--- src/design/fiws_pkg.sv ---
`timescale 1ns / 1ps

package fiws_pkg;

  localparam int SLOT_COUNT  = 64;
  localparam int SLOT_BITS   = $clog2(SLOT_COUNT);
  localparam int TICK_BITS   = 40;
  localparam int SUM_BITS    = TICK_BITS + SLOT_BITS;
  localparam int FRAC_BITS   = 16;
  localparam int MULT_BITS   = FRAC_BITS + 1;
  localparam int PROD_BITS   = MULT_BITS + TICK_BITS;
  localparam int LO_BITS     = TICK_BITS / 2;
  localparam int HI_BITS     = TICK_BITS - LO_BITS;
  localparam int QUEUE_DEPTH = 2;
  localparam int PTR_BITS    = $clog2(QUEUE_DEPTH);
  localparam int CNT_BITS    = $clog2(QUEUE_DEPTH + 1);

  localparam int IN_DATA_BITS  = ((TICK_BITS + 7) / 8) * 8;
  localparam int OUT_RAW_BITS  = 5 * TICK_BITS + SUM_BITS;
  localparam int OUT_DATA_BITS = ((OUT_RAW_BITS + 7) / 8) * 8;
  localparam int OUT_PAD_BITS  = OUT_DATA_BITS - OUT_RAW_BITS;

  localparam int ADDR_BITS = 3;
  localparam logic REG_HITCH_FRACTION = 1'b0;
  localparam logic [FRAC_BITS-1:0] HF_RESET = 16'd16384;

  typedef struct packed {
    logic                 valid;
    logic [TICK_BITS-1:0] ticks;
  } q_item_t;

  typedef struct packed {
    logic [OUT_PAD_BITS-1:0] pad;
    logic [TICK_BITS-1:0]    adjusted_interval;
    logic [SUM_BITS-1:0]     window_sum;
    logic [TICK_BITS-1:0]    window_average;
    logic [TICK_BITS-1:0]    window_max;
    logic [TICK_BITS-1:0]    window_min;
    logic [TICK_BITS-1:0]    current_interval;
  } result_t;

  typedef enum logic [2:0] {
    ST_IDLE,
    ST_UPD,
    ST_SCAN,
    ST_MUL,
    ST_CMP
  } back_state_t;

endpackage

--- src/design/fiws_front.sv ---
`timescale 1ns / 1ps

module fiws_front import fiws_pkg::*; (
  input  logic                    clk,
  input  logic                    rst,
  input  logic                    s_tvalid,
  output logic                    s_tready,
  input  logic [IN_DATA_BITS-1:0] s_tdata,   // interval_ticks
  output q_item_t                 head,
  input  logic                    pop
);

  logic [TICK_BITS-1:0] slots [QUEUE_DEPTH];
  logic [PTR_BITS-1:0]  rd_ptr;
  logic [PTR_BITS-1:0]  wr_ptr;
  logic [CNT_BITS-1:0]  count;
  logic                 push;
  logic                 do_pop;

  assign s_tready   = (count != CNT_BITS'(QUEUE_DEPTH));
  assign push       = s_tvalid && s_tready;
  assign head.valid = (count != '0);
  assign head.ticks = slots[rd_ptr];
  assign do_pop     = pop && head.valid;

  always_ff @(posedge clk) begin
    if (push) begin
      slots[wr_ptr] <= s_tdata[TICK_BITS-1:0];
    end
  end

  always_ff @(posedge clk) begin
    if (rst) begin
      rd_ptr <= '0;
      wr_ptr <= '0;
      count  <= '0;
    end else begin
      if (push) begin
        wr_ptr <= (wr_ptr == PTR_BITS'(QUEUE_DEPTH - 1)) ? '0 : wr_ptr + 1'b1;
      end
      if (do_pop) begin
        rd_ptr <= (rd_ptr == PTR_BITS'(QUEUE_DEPTH - 1)) ? '0 : rd_ptr + 1'b1;
      end
      case ({push, do_pop})
        2'b10:   count <= count + 1'b1;
        2'b01:   count <= count - 1'b1;
        default: count <= count;
      endcase
    end
  end

endmodule

--- config.mk ---
export PLATFORM = sky130hd
export DESIGN_NAME = fiws_front
export DESIGN_NICKNAME = d
export VERILOG_FILES = /design/src/design/fiws_pkg.sv /design/src/design/fiws_front.sv
export SDC_FILE = /design/constraint.sdc
export NUM_CORES = 1
export LEC_CHECK = 0
export ABC_AREA = 1
export BUFFER_PORTS_ARGS = -buffer_cell sky130_fd_sc_hd__buf_2
export CAP_MARGIN = 25
export CELL_PAD_IN_SITES_DETAIL_PLACEMENT = 1
export CELL_PAD_IN_SITES_GLOBAL_PLACEMENT = 2
export CORE_MARGIN = 1
export CORE_UTILIZATION = 30
export CTS_CLUSTER_DIAMETER = 80
export DETAILED_ROUTE_END_ITERATION = 16
export MAX_ROUTING_LAYER = met4
export PLACE_DENSITY = 0.78
export SYNTH_ARGS = -nofsm -noshare
export SYNTH_HDL_FRONTEND = slang
export SYNTH_SLANG_ARGS = --single-unit
--- constraint.sdc ---
create_clock -name clk -period 6.3 [get_ports clk]
set_input_delay 0.945 -clock clk [delete_from_list [all_inputs] [get_ports clk]]
set_output_delay 0.945 -clock clk [all_outputs]
set_load 0.02 [all_outputs]
==> results.json, run 1 <==
{
  "tightest_slew_ns": 0.9568,
  "fin_skew_ns": 0.008817,
  "slew_headroom_pct": 36.22,
  "cts_root_buffer": "clkbuf_8",
  "multi_input_area_um2": 581.8,
  "rsz0062_at_grt": "false",
  "hp-class": "reg -> reg",
  "cts_tree": "built",
  "wl_per_cell_um": 13.79,
  "path_clk_slew_ns": 0.08,
  "rr_startpoint": "count[0]",
  "diodes": 0,
  "end_kind": "output pin",
  "period_needed_ns": 2.862,
  "power_density_nw_per_um2": 365.3,
  "yosysWarnings": 0,
  "vias": 1653,
  "io_pins": 86,
  "netlist_area_um2": 3144,
  "hold_viol_final": 0,
  "total_power_uw": 1458,
  "dp_hpwl_um": 3678,
  "fillers": 1063,
  "routed_wl_um": 5473,
  "drt_iter0_markers": 36,
  "critPathLaunchType": "flop",
  "min-delay-start": "count[1]",
  "synthTopCellsByArea": "edfxtp_1 (76%), mux2_2 (14%), dfxtp_1 (3.2%)",
  "final_common_cell": "buf_2",
  "drv_slew": 0,
  "postCtsSetupRepairBufs": 0,
  "layout.nets": 301,
  "drive_gt1_share_pct": 57.09,
  "numPortBuffers": 85,
  "worstSetupPathType": "reg -> out",
  "grt_pass1_vias": 1790,
  "crit_fanout": 40,
  "syn2layout_area_growth_pct": 26.90,
  "dr.pass1.iters": 4,
  "rows": 37,
  "start_util_pct": 30.73,
  "setup_tns_ns": 0,
  "fmax_mhz": 349.4,
  "setup_viol": 0,
  "cts.path.max_buffers": 2,
  "grt_max_degree": 41,
  "layout_setup_ws_ns": 3.438,
  "synth_top_area_share_pct": 76.40,
  "hold_buffers": 0,
  "die_area_um2": 10890,
  "synth_top_cell_by_area": "edfxtp_1",
  "mostFrequentLayoutCells": "buf_2 (85), edfxtp_1 (80), mux2_2 (40)",
  "grt_pass1_wl_um": 8859,
  "viasPerCell": 4.164,
  "die_h_um": 104.4,
  "synth-seq-cells": 85,
  "syn_inst": 162,
  "antenna_found_initial": 0,
  "gp_congestion": 0.6477,
  "syn_nets": 207,
  "final_antenna_net_count": 0,
  "gr-total-overflow": 0,
  "required_ns": 5.35,
  "regArea_um2": 2504,
  "cts_htree_levels": 3,
  "p_leak_uw": 0.001493,
  "vdd_drop_max_mv": 0.1602,
  "critPathArrivalTime_ns": 1.92,
  "outcome": "complete, no violations",
  "pre_cts_slack_ns": 3.737,
  "clock_latency_ns": 0.34,
  "period_share_pct": 45.43,
  "clock-sinks": 85,
  "avgSynthCellArea_um2": 19.41,
  "drc_errors": 0,
  "die_w_um": 104.4,
  "drv_cap": 0,
  "synth_cell_types": 14,
  "cts_made_buffers": 9,
  "core_area_um2": 10230,
  "grt_usage_pct": 11.20,
  "ys_seq_area_share_pct": 79.59,
  "ctsResizeCount": 0
}
worst paths after layout:
kind / to / slack (ns) / cells after the start
max reg2reg: slots[0][6] / 4.49 / 5
min: count[1] / 0.53 / 2
max: head[2] / 3.44 / 2
min reg2reg: count[1] / 0.53 / 2
worst max-delay path, stage by stage, from the launching register on:
cell,delay (ns)
dfxtp_2,0.97
mux2_2,0.43
buf_2,0.16
final cells by class:
class / instances / area share, %
inverters: 8 / 0.7526
clock buffers: 10 / 3.449
repair buffers: 87 / 12.04
clock inverters: 6 / 2.164
multi-input cells: 65 / 14.58
flip-flops and latches: 85 / 62.75
well taps: 136 / 4.265
power breakdown:
group | switching (µW) | internal [µW] | total, µW
clock | 186 | 233 | 420
combinational | 178 | 132 | 310
sequential | 38.3 | 690 | 728
routing by layer:
metal | vias to the layer above | GRT usage [%] | wire length (µm)
li1 | 797 | - | -
met1 | 799 | 12.75 | 2356
met4 | 0 | 7.041 | 129
met3 | 11 | 3.195 | 291
met5 | - | - | 0
met2 | 46 | 17.36 | 2695
state kept, by name, indices dropped and copies added (netlist names), named ones only:
signal,cells
count,2
rd_ptr,1
slots,80
wr_ptr,1
cell families after synthesis:
family	after synthesis	synth area share [%]
flops	85	79.59
mux	40	14.33
simple gates	19	2.507
buf+inv	12	2.388
compound gates	5	0.7957
fa+ha+maj	1	0.3979
metrics by stage:
| stage | hold slack, ns | area [µm²] | util [%] | std cells |
|---|---|---|---|---|
| after floorplan | 0.4648 | 3144 | - | 162 |
| after detailed placement | 0.5221 | 3766 | 36.81 | 381 |
| final | 0.5343 | 3990 | 39.00 | 397 |
| after CTS | 0.5402 | 3990 | 39.00 | 397 |
| after global placement | 0.4785 | 3711 | 36.27 | 379 |
| after global routing | 0.5802 | 3990 | 39.00 | 397 |
Yosys cell counts:
library cell  instances
edfxtp_1             80
mux2_2               40
nor2_1               10
inv_1                 7
nand2_1               6
dfxtp_1               5
buf_6                 4
a21oi_1               2
nand2_2               2
o21ai_0               2
ha_1                  1
inv_2                 1
nand4_1               1
o21ai_1               1
Note: power is estimated with default switching activity, not from simulation.
==> inputs of run 2 (changes only) <==
==> constraint.sdc (replaced) <==
create_clock -name clk -period 2.9 [get_ports clk]
set_input_delay 0.435 -clock clk [delete_from_list [all_inputs] [get_ports clk]]
set_output_delay 0.435 -clock clk [all_outputs]
set_load 0.02 [all_outputs]
==> run 2 against run 1 <==
Critical path depth rose by 1; worst hold slack worse by 0.26 ns; routed wire length increased by 4.7%; combinational power rose by 120%; power up 110%; setup slack lost 2.9 ns; clock power rose by 110%; non-clock buffer count is 4 higher; clock skew hardly changed; critical path type unchanged; highest routed layer unchanged.
==> results.json, run 2 (same netlist as run 1, synthesis figures left out) <==
{
  "dr.pass1.iters": 4,
  "mostFrequentLayoutCells": "buf_2 (85), edfxtp_1 (80), mux2_2 (40)",
  "die_area_um2": 10890,
  "final_common_cell": "buf_2",
  "critPathLaunchType": "flop",
  "vias": 1687,
  "layout.nets": 305,
  "period_needed_ns": 2.343,
  "wl_per_cell_um": 14.29,
  "rsz0062_at_grt": "false",
  "end_kind": "output pin",
  "core_area_um2": 10230,
  "setup_tns_ns": 0,
  "critPathArrivalTime_ns": 1.91,
  "regToRegSetupSlack_ns": 1.09,
  "drt_iter0_markers": 24,
  "grt_pass1_wl_um": 9073,
  "ctsResizeCount": 0,
  "clock-sinks": 85,
  "regMostFlops": "slots",
  "final_cells": 401,
  "place_inst": 385,
  "syn2layout_area_growth_pct": 26.06,
  "endpoint": "head[31]",
  "clock_latency_ns": 0.34,
  "slew_headroom_pct": 60.84,
  "rows": 37,
  "drc_errors": 0,
  "outcome": "complete, no violations",
  "required_ns": 2.47,
  "die_h_um": 104.4,
  "diodes": 0,
  "worstSetupPathType": "reg -> out",
  "antenna_found_initial": 0,
  "gp_congestion": 0.6507,
  "p_leak_uw": 0.001489,
  "grt_usage_pct": 11.50,
  "fmax_mhz": 426.8,
  "cts.path.max_buffers": 2,
  "viasPerCell": 4.207,
  "drv_cap": 0,
  "drv_slew": 0,
  "rr_endpoint": "slots[0][33]",
  "tightest_slew_ns": 0.5874,
  "grt_pass1_vias": 1845,
  "die_w_um": 104.4,
  "cts_root_buffer": "clkbuf_8",
  "largest_reg_flops": 80,
  "final_antenna_net_count": 0,
  "largestRegisters": "slots x80, count x2",
  "dp_hpwl_um": 4054,
  "cts_made_buffers": 9,
  "vdd_drop_max_mv": 0.2515,
  "numPortBuffers": 85,
  "hold_buffers": 0,
  "setup_viol": 0,
  "grt_max_degree": 24,
  "hp-class": "in -> reg",
  "period_share_pct": 80.79,
  "whs_path_depth": 1,
  "hold_viol_final": 0,
  "gr-total-overflow": 0,
  "io_pins": 86,
  "crit_fanout": 23,
  "rr_startpoint": "count[0]",
  "cts_htree_levels": 3,
  "fin_skew_ns": 0.008995,
  "start_util_pct": 30.73,
  "ff2ff_path_depth": 5,
  "power_density_nw_per_um2": 787.3,
  "cts_tree": "built",
  "drive_gt1_share_pct": 56.60,
  "postCtsSetupRepairBufs": 0,
  "routed_wl_um": 5730,
  "path_clk_slew_ns": 0.08
}
==> run 2: cell count changes in the layout (fill, tap and decap cells not counted) <==
cell,before,now
buf_16,2,0
buf_4,0,6
clkbuf_1,0,3
clkbuf_8,10,9
clkinv_2,2,1
clkinv_4,1,0
==> run 2: final cells by class <==
| type | count | area [µm²] |
|---|---|---|
| clock inverters | 4 | 72.57 |
| flip-flops and latches | 85 | 2504 |
| fillers | 1062 | 6267 |
| inverters | 8 | 30.03 |
| repair buffers | 91 | 470.5 |
| well taps | 136 | 170.2 |
| multi-input cells | 65 | 581.8 |
| clock buffers | 12 | 135.1 |
==> run 2: power breakdown <==
part	switching (µW)	internal, µW	total (µW)
combinational	406	280	686
sequential	65.9	1500	1570
clock	384	485	869
==> run 2: worst max-delay path, cell delays in order, from the launching register on <==
cell     delay (ns)
dfxtp_2        0.71
buf_4          0.33
mux2_2         0.36
buf_2          0.16
==> run 2: through the flow <==
stage	hold WS, ns	setup slack, ns	util [%]	area, µm²	total power, µW
finish	0.2721	0.5571	38.74	3964	3121
global route	0.2531	0.4170	38.74	3964	3267
CTS	0.2492	0.4749	38.74	3964	3180
detailed placement	0.5109	0.8706	36.71	3756	2297
global placement	0.4832	0.8941	36.71	3756	2279
floorplan	0.4648	0.1179	-	3144	2065
==> run 2: worst min-delay path by stage <==
stage	from	endpoint	slack (ns)
2_1_floorplan	rd_ptr	flop	0.46
3_3_place_gp	rd_ptr	rd_ptr	0.48
3_5_place_dp	rd_ptr	rd_ptr	0.51
4_1_cts	s_tdata[3]	slots[0][3]	0.25
5_1_grt	s_tdata[33]	slots[1][33]	0.25
6_report	s_tdata[3]	slots[0][3]	0.27
==> run 2: routing by layer <==
metal  track usage [%]  part of all wire [%]  up-vias  wire length [µm]
li1                  -                     -      803                 -
met3             2.882                   4.5       10               256
met4             6.122                   2.0        0               117
met2             19.87                    54       46              3066
met1             12.03                    40      828              2290
met5                 -                     0        -                 0
==> inputs of run 3 (changes only) <==
==> constraint.sdc (replaced) <==
create_clock -name clk -period 2.4 [get_ports clk]
set_input_delay 0.36 -clock clk [delete_from_list [all_inputs] [get_ports clk]]
set_output_delay 0.36 -clock clk [all_outputs]
set_load 0.02 [all_outputs]
==> run 3 against run 2 <==
Non-clock buffer count down 3; register-to-register slack worse by 0.44 ns; power up 19%; first-iteration DRC count up 100%; critical path type unchanged; critical path depth unchanged; sequential cell count unchanged; sequential power up 20%; global-route usage up 0.40 points; clock skew about the same; design area about the same; final cell count down 0.75%; worst hold slack worse by 0.076 ns.
==> results.json, run 3 (same netlist as run 1, synthesis figures left out) <==
{
  "outcome": "complete, no violations",
  "p_sw_share_pct": 28.75,
  "drv_cap": 0,
  "grt_usage_pct": 11.89,
  "power_density_nw_per_um2": 935.4,
  "antenna_found_initial": 0,
  "viasPerCell": 4.254,
  "grt_pass1_vias": 1782,
  "tightest_slew_ns": 0.5482,
  "gr-total-overflow": 0,
  "sequentialPowerShare_pct": 50.7,
  "vias": 1693,
  "worstSetupPathType": "reg -> out",
  "ctsResizeCount": 0,
  "period_needed_ns": 2.034,
  "switchingPower_uw": 1066,
  "crit_fanout": 27,
  "io_pins": 86,
  "setup_tns_ns": 0,
  "hp-class": "in -> reg",
  "fin_skew_ns": 0.008874,
  "mostFrequentLayoutCells": "buf_2 (85), edfxtp_1 (80), mux2_2 (40)",
  "die_area_um2": 10890,
  "p_int_uw": 2641,
  "clock-sinks": 85,
  "largestRegisters": "slots x80, count x2",
  "largest_reg_flops": 80,
  "clock_latency_ns": 0.34,
  "postCtsSetupRepairBufs": 0,
  "drv_slew": 0,
  "pre_cts_slack_ns": 0.6534,
  "dp_hpwl_um": 3959,
  "rows": 37,
  "p_leak_uw": 0.001479,
  "path_clk_slew_ns": 0.08,
  "core_area_um2": 10230,
  "fmax_mhz": 491.5,
  "cts_tree": "built",
  "critPathLaunchType": "flop",
  "drc_errors": 0,
  "wl_met2_um": 3070,
  "end_kind": "output pin",
  "met3_length_um": 275,
  "hold_buffers": 0,
  "gp_congestion": 0.6830,
  "final_common_cell": "buf_2",
  "diodes": 0,
  "drt_iter0_markers": 49,
  "power_frac_comb_pct": 23.1,
  "cts_htree_levels": 3,
  "cts_made_buffers": 9,
  "p_clk_share_pct": 26.2,
  "hold_viol_final": 0,
  "routed_wl_um": 5757,
  "dr.pass1.iters": 6,
  "grt_pass1_wl_um": 9218,
  "cts_root_buffer": "clkbuf_8",
  "period_share_pct": 84.77,
  "wirelength_met1_um": 2331,
  "numPortBuffers": 85,
  "regMostFlops": "slots",
  "cts.path.max_buffers": 2,
  "layout_setup_ws_ns": 0.3655,
  "syn2layout_area_growth_pct": 26.02,
  "setup_viol": 0,
  "drive_gt1_share_pct": 56.11,
  "die_h_um": 104.4,
  "rsz0062_at_grt": "false",
  "wl_per_cell_um": 14.46,
  "critPathArrivalTime_ns": 1.67,
  "vdd_drop_max_mv": 0.3425,
  "layout.nets": 302,
  "slew_headroom_pct": 63.37,
  "top_layer": "met4",
  "final_antenna_net_count": 0,
  "required_ns": 2.04,
  "fin_hold_ws_ns": 0.1962,
  "die_w_um": 104.4,
  "start_util_pct": 30.73,
  "grt_max_degree": 28
}
[run 3: cell types whose count changed in the layout (fill, tap and decap cells not counted), sizes merged]
cell      change
clkinv        +4
buf           -3
clkbuf        -2
bufinv        -1
clkinvlp      -1
[run 3: per-layer routing]
layer,vias to the layer above,track usage (%)
met1,843,12.83
li1,797,-
met2,47,19.87
met5,-,-
met4,0,5.816
met3,6,3.634
[run 3: layout make-up]
class,count,area [µm²]
tap,136,170.2
fill,1059,6269
timing repair buffer,88,485.5
sequential,85,2504
clock buffer,10,127.6
inverter,8,30.03
multi-input combinational,65,581.8
clock inverter,6,63.81
[run 3: metrics by stage]
step	util (%)	total power (µW)	area, µm²	cells
3_3_place_gp	36.86	2770	3771	382
5_1_grt	38.73	3897	3963	398
6_report	38.73	3707	3963	398
2_1_floorplan	-	2495	3144	162
4_1_cts	38.73	3783	3963	398
3_5_place_dp	36.86	2792	3771	382
[run 3: worst paths after layout]
kind	from	endpoint	slack (ns)	depth (start not counted)
worst max-delay path	flop	head[16]	0.37	3
worst min-delay path	s_tdata[28]	slots[0][28]	0.20	1
worst max register to register	count[0]	slots[1][36]	0.65	5
worst min register to register	rd_ptr	rd_ptr	0.53	2
[run 3: power by group through the flow]
stage | Combinational [µW] | Clock [µW] | Sequential (µW)
2_1_floorplan | 607 | 0 | 1890
3_3_place_gp | 864 | 0 | 1910
3_5_place_dp | 876 | 0 | 1920
4_1_cts | 880 | 1020 | 1880
5_1_grt | 923 | 1070 | 1900
6_report | 856 | 972 | 1880
[run 3: worst max-delay path, stage by stage, from the launching register on]
cell and delay (ns):
dfxtp_2 0.55, buf_12 0.24, mux2_2 0.36, buf_2 0.16
